$ cat src/rtl/core/h264_nal_unit_splitter_assert.svh
// Assertion macros for the NAL unit splitter
`ifndef H264_NAL_UNIT_SPLITTER_ASSERT_SVH
`define H264_NAL_UNIT_SPLITTER_ASSERT_SVH

// same-cycle implication, disabled while reset is low
`define H264NAL_ASSERT_IMPL(lbl, clk, rst_n, ante, cons, msg) \
    lbl: assert property (@(posedge clk) disable iff (!rst_n) (ante) |-> (cons)) \
        else $error(msg);

// next-cycle implication, disabled while reset is low
`define H264NAL_ASSERT_NEXT(lbl, clk, rst_n, ante, cons, msg) \
    lbl: assert property (@(posedge clk) disable iff (!rst_n) (ante) |=> (cons)) \
        else $error(msg);

`endif

$ cat src/rtl/core/h264nal_pkg.sv
// Shared types and constants for the NAL unit splitter
`timescale 1ns / 1ps
`default_nettype none

package h264nal_pkg;

    localparam int unsigned LEN_W      = 20;
    localparam int unsigned WIN_TAPS   = 4;   // stored bytes; the fifth is the incoming one

    localparam logic [7:0] HDR_SPS     = 8'h67;
    localparam logic [7:0] HDR_PPS     = 8'h68;
    localparam logic [7:0] SC_LAST     = 8'h01;
    localparam logic [7:0] SC_ZERO     = 8'h00;

    localparam logic [LEN_W-1:0] MAX_LEN_RESET = 20'd307200;

    // positions skipped after a start code, so its own tail is not seen again
    localparam logic [1:0] SKIP_SC3    = 2'd2;
    localparam logic [1:0] SKIP_SC4    = 2'd3;

    // one classified window position, front to back
    typedef struct packed {
        logic [7:0] data;
        logic       found;
        logic       hdr_param;
    } t_scan_entry;

endpackage

`default_nettype wire

$ cat src/rtl/core/h264_nal_unit_splitter.sv
// Top level of the H.264 Annex B NAL unit splitter
//
//  channel   dir  handshake                   payload
//  input     in   i_in_valid / o_in_ready     i_stream_byte
//  output    out  o_out_valid / i_out_ready   o_unit_byte, o_unit_start,
//                                             o_unit_abort, o_param_unit
//  config    in   i_cfg_we (no wait)          i_cfg_wdata (max_unit_len)
//
// One byte per cycle unless the output stalls; the front classifies a window
// position in the cycle of the transfer, the back resolves it out of the queue.
// The first four bytes after reset only fill the window and give no result.
// Reset is synchronous, active low; it empties window, queue and output stage.
// Output stalls back up through the P_QUEUE_DEPTH-entry queue to o_in_ready.
`timescale 1ns / 1ps
`default_nettype none
`include "h264_nal_unit_splitter_assert.svh"

module h264_nal_unit_splitter
    import h264nal_pkg::*;
#(
    parameter int unsigned P_QUEUE_DEPTH = 4
)
(
    input  wire logic              i_clk,
    input  wire logic              i_rst_n,
    input  wire logic              i_in_valid,
    output logic                   o_in_ready,
    input  wire logic [7:0]        i_stream_byte,
    output logic                   o_out_valid,
    input  wire logic              i_out_ready,
    output logic [7:0]             o_unit_byte,
    output logic                   o_unit_start,
    output logic                   o_unit_abort,
    output logic                   o_param_unit,
    input  wire logic              i_cfg_we,
    input  wire logic [LEN_W-1:0]  i_cfg_wdata
);

    logic [LEN_W-1:0]  r_max_len;
    logic              q_push;
    logic              q_pop;
    logic              q_full;
    logic              q_valid;
    t_scan_entry       front_entry;
    t_scan_entry       back_entry;

    always_ff @(posedge i_clk) begin
        if (!i_rst_n) begin
            r_max_len <= MAX_LEN_RESET;
        end else if (i_cfg_we) begin
            r_max_len <= i_cfg_wdata;
        end
    end

    h264nal_front u_front (
        .i_clk         (i_clk),
        .i_rst_n       (i_rst_n),
        .i_in_valid    (i_in_valid),
        .o_in_ready    (o_in_ready),
        .i_stream_byte (i_stream_byte),
        .i_q_full      (q_full),
        .o_push        (q_push),
        .o_entry       (front_entry)
    );

    h264nal_queue #(
        .P_DEPTH (P_QUEUE_DEPTH)
    ) u_queue (
        .i_clk   (i_clk),
        .i_rst_n (i_rst_n),
        .i_push  (q_push),
        .i_entry (front_entry),
        .i_pop   (q_pop),
        .o_full  (q_full),
        .o_valid (q_valid),
        .o_entry (back_entry)
    );

    h264nal_back u_back (
        .i_clk        (i_clk),
        .i_rst_n      (i_rst_n),
        .i_q_valid    (q_valid),
        .i_entry      (back_entry),
        .o_pop        (q_pop),
        .i_max_len    (r_max_len),
        .o_out_valid  (o_out_valid),
        .i_out_ready  (i_out_ready),
        .o_unit_byte  (o_unit_byte),
        .o_unit_start (o_unit_start),
        .o_unit_abort (o_unit_abort),
        .o_param_unit (o_param_unit)
    );

    `H264NAL_ASSERT_IMPL(a_no_overflow, i_clk, i_rst_n, q_push && q_full, q_pop, "queue overflow")
    `H264NAL_ASSERT_IMPL(a_no_underflow, i_clk, i_rst_n, q_pop, q_valid, "queue underflow")
    `H264NAL_ASSERT_IMPL(a_abort_void, i_clk, i_rst_n, o_out_valid && o_unit_abort, (o_unit_byte == 8'h00) && !o_unit_start, "abort carries a byte")
    `H264NAL_ASSERT_NEXT(a_reset_idle, i_clk, 1'b1, !i_rst_n, !o_out_valid && !q_valid, "not idle after reset")

endmodule

`default_nettype wire

$ cat src/rtl/core/h264nal_front.sv
// Front end: lookahead window and start code classification
`timescale 1ns / 1ps
`default_nettype none

module h264nal_front
    import h264nal_pkg::*;
(
    input  wire logic        i_clk,
    input  wire logic        i_rst_n,
    input  wire logic        i_in_valid,
    output logic             o_in_ready,
    input  wire logic [7:0]  i_stream_byte,
    input  wire logic        i_q_full,
    output logic             o_push,
    output t_scan_entry      o_entry
);

    logic [2:0]  r_fill;
    logic [2:0]  n_fill;
    logic [1:0]  r_skip;
    logic [1:0]  n_skip;
    logic [7:0]  r_win [WIN_TAPS];

    logic        window_full;
    logic        accept;
    logic        sc3;
    logic        sc4;
    logic [7:0]  hdr;
    logic        found;

    assign window_full = (r_fill == 3'(WIN_TAPS));
    assign o_in_ready  = !window_full || !i_q_full;
    assign accept      = i_in_valid && o_in_ready;
    assign o_push      = accept && window_full;

    assign sc4 = (r_win[0] == SC_ZERO) && (r_win[1] == SC_ZERO) &&
                 (r_win[2] == SC_ZERO) && (r_win[3] == SC_LAST);
    assign sc3 = (r_win[0] == SC_ZERO) && (r_win[1] == SC_ZERO) &&
                 (r_win[2] == SC_LAST);
    assign hdr   = sc4 ? i_stream_byte : r_win[3];
    assign found = (sc3 || sc4) && (r_skip == 2'd0);

    assign o_entry = '{data:      r_win[0],
                       found:     found,
                       hdr_param: (hdr == HDR_SPS) || (hdr == HDR_PPS)};

    always_comb begin
        n_fill = r_fill;
        n_skip = r_skip;
        if (accept && !window_full) begin
            n_fill = r_fill + 3'd1;
        end
        if (o_push) begin
            if (found) begin
                n_skip = sc4 ? SKIP_SC4 : SKIP_SC3;
            end else if (r_skip != 2'd0) begin
                n_skip = r_skip - 2'd1;
            end
        end
    end

    always_ff @(posedge i_clk) begin
        if (!i_rst_n) begin
            r_fill <= '0;
            r_skip <= '0;
        end else begin
            r_fill <= n_fill;
            r_skip <= n_skip;
        end
    end

    // window bytes are always written before they are looked at
    always_ff @(posedge i_clk) begin
        if (accept) begin
            if (!window_full) begin
                r_win[r_fill[1:0]] <= i_stream_byte;
            end else begin
                for (int i = 0; i < WIN_TAPS - 1; i++) begin
                    r_win[i] <= r_win[i+1];
                end
                r_win[WIN_TAPS-1] <= i_stream_byte;
            end
        end
    end

endmodule

`default_nettype wire

$ cat src/rtl/core/h264nal_queue.sv
// Short FIFO of classified window positions between front and back
`timescale 1ns / 1ps
`default_nettype none

module h264nal_queue
    import h264nal_pkg::*;
#(
    parameter int unsigned P_DEPTH = 4
)
(
    input  wire logic          i_clk,
    input  wire logic          i_rst_n,
    input  wire logic          i_push,
    input  wire t_scan_entry   i_entry,
    input  wire logic          i_pop,
    output logic               o_full,
    output logic               o_valid,
    output t_scan_entry        o_entry
);

    localparam int unsigned PTR_W = $clog2(P_DEPTH);
    localparam int unsigned CNT_W = $clog2(P_DEPTH + 1);

    t_scan_entry        r_mem [P_DEPTH];
    logic [PTR_W-1:0]   r_wr_ptr;
    logic [PTR_W-1:0]   r_rd_ptr;
    logic [CNT_W-1:0]   r_count;
    logic [PTR_W-1:0]   n_wr_ptr;
    logic [PTR_W-1:0]   n_rd_ptr;
    logic [CNT_W-1:0]   n_count;

    assign o_full  = (r_count == CNT_W'(P_DEPTH));
    assign o_valid = (r_count != '0);
    assign o_entry = r_mem[r_rd_ptr];

    always_comb begin
        n_wr_ptr = r_wr_ptr;
        n_rd_ptr = r_rd_ptr;
        n_count  = r_count;
        if (i_push) begin
            n_wr_ptr = (r_wr_ptr == PTR_W'(P_DEPTH - 1)) ? '0 : r_wr_ptr + PTR_W'(1);
        end
        if (i_pop) begin
            n_rd_ptr = (r_rd_ptr == PTR_W'(P_DEPTH - 1)) ? '0 : r_rd_ptr + PTR_W'(1);
        end
        if (i_push && !i_pop) begin
            n_count = r_count + CNT_W'(1);
        end else if (!i_push && i_pop) begin
            n_count = r_count - CNT_W'(1);
        end
    end

    always_ff @(posedge i_clk) begin
        if (!i_rst_n) begin
            r_wr_ptr <= '0;
            r_rd_ptr <= '0;
            r_count  <= '0;
        end else begin
            r_wr_ptr <= n_wr_ptr;
            r_rd_ptr <= n_rd_ptr;
            r_count  <= n_count;
        end
    end

    always_ff @(posedge i_clk) begin
        if (i_push) begin
            r_mem[r_wr_ptr] <= i_entry;
        end
    end

endmodule

`default_nettype wire

$ cat src/rtl/core/h264nal_back.sv
// Back end: unit state machine, length limit and output register
`timescale 1ns / 1ps
`default_nettype none

module h264nal_back
    import h264nal_pkg::*;
(
    input  wire logic              i_clk,
    input  wire logic              i_rst_n,
    input  wire logic              i_q_valid,
    input  wire t_scan_entry       i_entry,
    output logic                   o_pop,
    input  wire logic [LEN_W-1:0]  i_max_len,
    output logic                   o_out_valid,
    input  wire logic              i_out_ready,
    output logic [7:0]             o_unit_byte,
    output logic                   o_unit_start,
    output logic                   o_unit_abort,
    output logic                   o_param_unit
);

    typedef enum logic [1:0] {
        MODE_HUNT,
        MODE_PLAIN,
        MODE_PARAM_WAIT,
        MODE_PARAM_SEEN
    } t_mode;

    t_mode              r_mode;
    t_mode              n_mode;
    t_mode              cont_mode;
    logic [LEN_W-1:0]   r_len;
    logic [LEN_W-1:0]   n_len;
    logic               r_out_valid;
    logic               n_out_valid;
    logic [7:0]         r_byte;
    logic [7:0]         n_byte;
    logic               r_start;
    logic               n_start;
    logic               r_abort;
    logic               n_abort;
    logic               r_param;
    logic               n_param;
    logic               new_unit;

    assign o_pop        = i_q_valid && (!r_out_valid || i_out_ready);
    assign o_out_valid  = r_out_valid;
    assign o_unit_byte  = r_byte;
    assign o_unit_start = r_start;
    assign o_unit_abort = r_abort;
    assign o_param_unit = r_param;

    // a start code inside a waiting parameter unit is absorbed into it
    assign new_unit  = i_entry.found && (r_mode != MODE_PARAM_WAIT);
    assign cont_mode = (i_entry.found && !i_entry.hdr_param) ? MODE_PARAM_SEEN : r_mode;

    always_comb begin
        n_mode      = r_mode;
        n_len       = r_len;
        n_out_valid = r_out_valid && !i_out_ready;
        n_byte      = r_byte;
        n_start     = r_start;
        n_abort     = r_abort;
        n_param     = r_param;
        if (o_pop) begin
            if (new_unit) begin
                n_mode      = i_entry.hdr_param ? MODE_PARAM_WAIT : MODE_PLAIN;
                n_len       = LEN_W'(1);
                n_out_valid = 1'b1;
                n_byte      = i_entry.data;
                n_start     = 1'b1;
                n_abort     = 1'b0;
                n_param     = i_entry.hdr_param;
            end else begin
                n_mode = cont_mode;
                if (cont_mode != MODE_HUNT) begin
                    n_out_valid = 1'b1;
                    n_start     = 1'b0;
                    n_param     = (cont_mode == MODE_PARAM_WAIT) ||
                                  (cont_mode == MODE_PARAM_SEEN);
                    if (r_len >= i_max_len) begin
                        n_mode  = MODE_HUNT;
                        n_len   = '0;
                        n_byte  = 8'h00;
                        n_abort = 1'b1;
                    end else begin
                        n_len   = r_len + LEN_W'(1);
                        n_byte  = i_entry.data;
                        n_abort = 1'b0;
                    end
                end
            end
        end
    end

    always_ff @(posedge i_clk) begin
        if (!i_rst_n) begin
            r_mode      <= MODE_HUNT;
            r_len       <= '0;
            r_out_valid <= 1'b0;
        end else begin
            r_mode      <= n_mode;
            r_len       <= n_len;
            r_out_valid <= n_out_valid;
        end
        r_byte  <= n_byte;
        r_start <= n_start;
        r_abort <= n_abort;
        r_param <= n_param;
    end

endmodule

`default_nettype wire

$ cat config.mk
export PLATFORM = sky130hd
export DESIGN_NAME = h264_nal_unit_splitter
export DESIGN_NICKNAME = d
export VERILOG_FILES = /design/src/rtl/core/h264nal_pkg.sv /design/src/rtl/core/h264_nal_unit_splitter.sv /design/src/rtl/core/h264nal_front.sv /design/src/rtl/core/h264nal_queue.sv /design/src/rtl/core/h264nal_back.sv
export VERILOG_INCLUDE_DIRS = /design/src /design/src/rtl/core
export SDC_FILE = /design/constraint.sdc
export NUM_CORES = 1
export LEC_CHECK = 0
export BUFFER_PORTS_ARGS = -buffer_cell sky130_fd_sc_hd__buf_2
export CAP_MARGIN = 20
export CORE_MARGIN = 4
export CORE_UTILIZATION = 65
export CTS_BUF_LIST = sky130_fd_sc_hd__clkbuf_2 sky130_fd_sc_hd__clkbuf_4 sky130_fd_sc_hd__clkbuf_8
export DETAILED_ROUTE_END_ITERATION = 8
export GPL_ROUTABILITY_DRIVEN = 0
export HOLD_SLACK_MARGIN = 0.1
export MAX_ROUTING_LAYER = met4
export PLACE_DENSITY = 0.92
export SETUP_SLACK_MARGIN = 0.3
export SLEW_MARGIN = 30
export SYNTH_ARGS = -nofsm -noshare
export SYNTH_HDL_FRONTEND = slang
export SYNTH_SLANG_ARGS = --single-unit
$ cat constraint.sdc
create_clock -name i_clk -period 4.9 [get_ports i_clk]
set_clock_uncertainty 0.05 [all_clocks]
set_input_delay 0.245 -clock i_clk [delete_from_list [all_inputs] [get_ports i_clk]]
set_output_delay 0.245 -clock i_clk [all_outputs]
set_load 0.05 [all_outputs]
==> impl_metrics.json <==
{
  "grt_pass1_wl_mm": 21.7,
  "total_power_w": 0.00304,
  "relSlewSlack_pct": 52.4,
  "path_class": "flop to flop",
  "drive_gt1_share_pct": 14.9,
  "crit-reg2reg-launch": "u_front.r_fill[0]",
  "num_vias": 4480,
  "cts_buffers": 17,
  "p_int_w": 0.00207,
  "cp-startpoint": "u_front.r_fill[0]",
  "arrival_ps": 3470,
  "yosysTopAreaCell": "edfxtp_1",
  "worst_ir_drop_vdd_v": 0.000288,
  "setup_viol": 0,
  "insertedDiodeCount": 0,
  "max_stage_delay_ps": 450,
  "outcome": "finished clean",
  "drv_slew": 0,
  "cp_max_fo": 13,
  "cp_common_cell": "inv_1",
  "grt_use_met2_pct": 42.4,
  "grt_usage_pct": 25.2,
  "dp.cells": 707,
  "max_freq_mhz": 317,
  "pwr_density_cell_nw_per_um2": 415,
  "setup-tns-final_ps": 0,
  "synth_fp_nets": 612,
  "core_area_um2": 9370,
  "synth_seq_cells": 140,
  "grt_pass1_vias": 4584,
  "fin_util_pct": 78.2,
  "rsz0062_at_grt": "no",
  "grt_use_met1_pct": 30.0,
  "crit_path_end_kind": "flop",
  "start_kind": "flop",
  "clock-sinks": 140,
  "die_h_um": 107,
  "ctsResizeCount": 0,
  "final_cells": 768,
  "clk_path_buf_depth": 2,
  "hpwl_mm": 8.50,
  "grt_antenna_before_repair": 0,
  "synth_edf_count": 83,
  "period_share_pct": 64.4,
  "cts-root-buf": "clkbuf_8",
  "drt_iter0_drc": 349,
  "cts_setup_buffers": 0,
  "synth_cells": 548,
  "swShare_pct": 31.9,
  "worst_pin_slew_ps": 713,
  "wl_mm": 12.9,
  "r2r_setup_slack_ps": 1750,
  "via_per_inst": 5.83,
  "leakage_nw": 2.86,
  "dieArea_um2": 11400,
  "cts_max_level": 4,
  "rr_worst_depth": 12,
  "cts_tree": "built",
  "remaining_drc_errors": 0,
  "numPortBuffers": 45,
  "yosysWarnings": 0,
  "final-hold-violation-count": 0,
  "syn_avg_cell_area_um2": 11.5,
  "final_common_cell": "nand2_1",
  "die_w_um": 107,
  "reg2reg_to": "u_queue.r_count[2]",
  "crit_chain": "inv_1 -> ha_1 -> and2_1 -> nand2_1 -> nand3_1 -> inv_1 -> ha_1 -> inv_1 -> fa_1 -> xor2_1 -> or3_1 -> a21boi_0",
  "ios": 46,
  "async_flop_share_pct": 0,
  "insertion_delay_ps": 440,
  "drt_first_pass_iters": 7,
  "hold_path.class": "input port to flop",
  "power.switching_w": 0.000970,
  "crit_end": "u_queue.r_count[2]",
  "core.rowCount": 35,
  "most-common-layout-cells": "nand2_1 (88), edfxtp_1 (83), dfxtp_1 (57)",
  "fin_crit_ps": 3150,
  "synth_cell_type_count": 53,
  "start_util_pct": 67.5,
  "grt_start_max_net_pins": 41,
  "ant_nets": 0,
  "cts.clk_slew.worst_paths_ps": 80,
  "synth_area_leaders": "edfxtp_1 (39%), dfxtp_1 (18%), ha_1 (5.9%)",
  "netlist_area_um2": 6320,
  "critPathSlowestCell": "dfxtp_1",
  "wl_per_cell_um": 16.9,
  "maxCapViolCount": 0,
  "synthFlopType": "edfxtp_1",
  "clock_power_share_pct": 30.1,
  "top_usage_layer": "met2",
  "nNetsFinal": 690,
  "p_comb_share_pct": 21.8,
  "grt-ovfl-total": 0,
  "area_delta_synth_final_pct": 16.0,
  "synth_top_cell_area_share_pct": 39.4,
  "crit_required_ps": 5210,
  "grtUsageMet3_pct": 4.52,
  "cts_hold_buf": 29,
  "synth-seq-area-share_pct": 57.5,
  "seqPwrFrac_pct": 48.1
}
==> critical path: cells and delay by family (launching register included) <==
kind / cells / cell delay [ps]
compound gates: 1 / 190
xor+xnor: 1 / 190
fa+ha+maj: 3 / 850
buf+inv: 3 / 350
flops: 1 / 450
simple gates: 4 / 990
==> sequential cells by signal, indices dropped and copies added (netlist names), named ones only <==
| register | flops |
|---|---|
| u_front.r_skip | 2 |
| u_queue.r_count | 3 |
| u_front.r_win | 32 |
| u_front.r_fill | 3 |
| u_back.o_unit_abort | 1 |
| u_queue.r_mem | 40 |
| u_queue.r_rd_ptr | 2 |
| u_queue.r_wr_ptr | 2 |
| u_back.o_unit_start | 1 |
| u_back.o_out_valid | 1 |
| u_back.o_param_unit | 1 |
| r_max_len | 20 |
| u_back.r_mode | 2 |
| u_back.o_unit_byte | 8 |
| u_back.r_len | 20 |
==> per-layer routing <==
layer	vias to the layer above	wire, µm
met2	193	6710
met5	-	0
met1	2146	5110
li1	2105	-
met3	36	793
met4	0	331
==> area by class of cell <==
type	instances	area, µm²
Clock buffer	17	234
Clock inverter	15	163
Fill cell	579	2040
Inverter	38	145
Multi-Input combinational cell	354	2470
Sequential cell	140	3630
Tap cell	129	161
Timing Repair Buffer	75	523
==> how the worst min path moves through the flow <==
stage                                 from             endpoint  slack, ps  cells after the start
final                          i_out_ready   u_back.o_out_valid        270                      3
after global routing           i_out_ready   u_back.o_out_valid        270                      3
after floorplan           i_stream_byte[0]  u_front.r_win[3][0]        290                      0
after global placement    i_stream_byte[5]  u_front.r_win[3][5]        410                      1
after detailed placement  i_stream_byte[5]  u_front.r_win[3][5]        400                      1
after CTS                      i_out_ready   u_back.o_out_valid        240                      3
==> synthesized netlist by cell type (2+ instances only) <==
library cell   n
nor2b_1       30
and2_1        11
nor4_1         7
and3_1         2
mux4_1         2
nand2_1       88
mux2i_1       17
a22o_1         3
a21boi_0       7
o21a_1         4
nor2_1        26
a21oi_1       16
buf_2          2
ha_1          30
and4b_1        3
nand4_1        6
nor4b_1        3
o211a_1        2
clkbuf_1      11
nor3_1        13
nand3_1       14
xor2_1        10
dfxtp_1       57
or3_1          4
xnor2_1        7
inv_1         36
o2111ai_1      3
nand2b_1       2
o21ai_2        2
mux4_2         8
edfxtp_1      83
a21o_1         3
o211ai_1       5
nor3b_1        2
o21ai_0       11
==> metrics by stage <==
| step | worst slack [ps] | area (µm²) | hold WS, ps |
|---|---|---|---|
| after floorplan | 1710 | 6320 | 294 |
| after global placement | 2130 | 6650 | 406 |
| after detailed placement | 1850 | 6650 | 405 |
| after CTS | 1830 | 7330 | 238 |
| after global routing | 1500 | 7330 | 272 |
| final | 1750 | 7330 | 273 |
==> power by group through the flow <==
stage / logic, W / registers [W] / clock network (W)
3_5_place_dp: 0.000634 / 0.00149 / 0
6_report: 0.000662 / 0.00146 / 0.000917
5_1_grt: 0.000717 / 0.00149 / 0.000979
2_1_floorplan: 0.000371 / 0.00161 / 0
3_3_place_gp: 0.000602 / 0.00148 / 0
4_1_cts: 0.000657 / 0.00146 / 0.000921
==> cell families after synthesis <==
| kind of cell | Yosys count | share of synthesized area (%) |
|---|---|---|
| and+or+nand+nor | 213 | 16.5 |
| DFF | 140 | 57.5 |
| AOI/OAI and AO/OA | 65 | 7.46 |
| buffers and inverters | 54 | 3.42 |
| adders and majority gates | 31 | 6.25 |
| muxes | 28 | 6.55 |
| xor gates and xnor gates | 17 | 2.35 |
No activity file was read; power rests on OpenSTA's default activity.
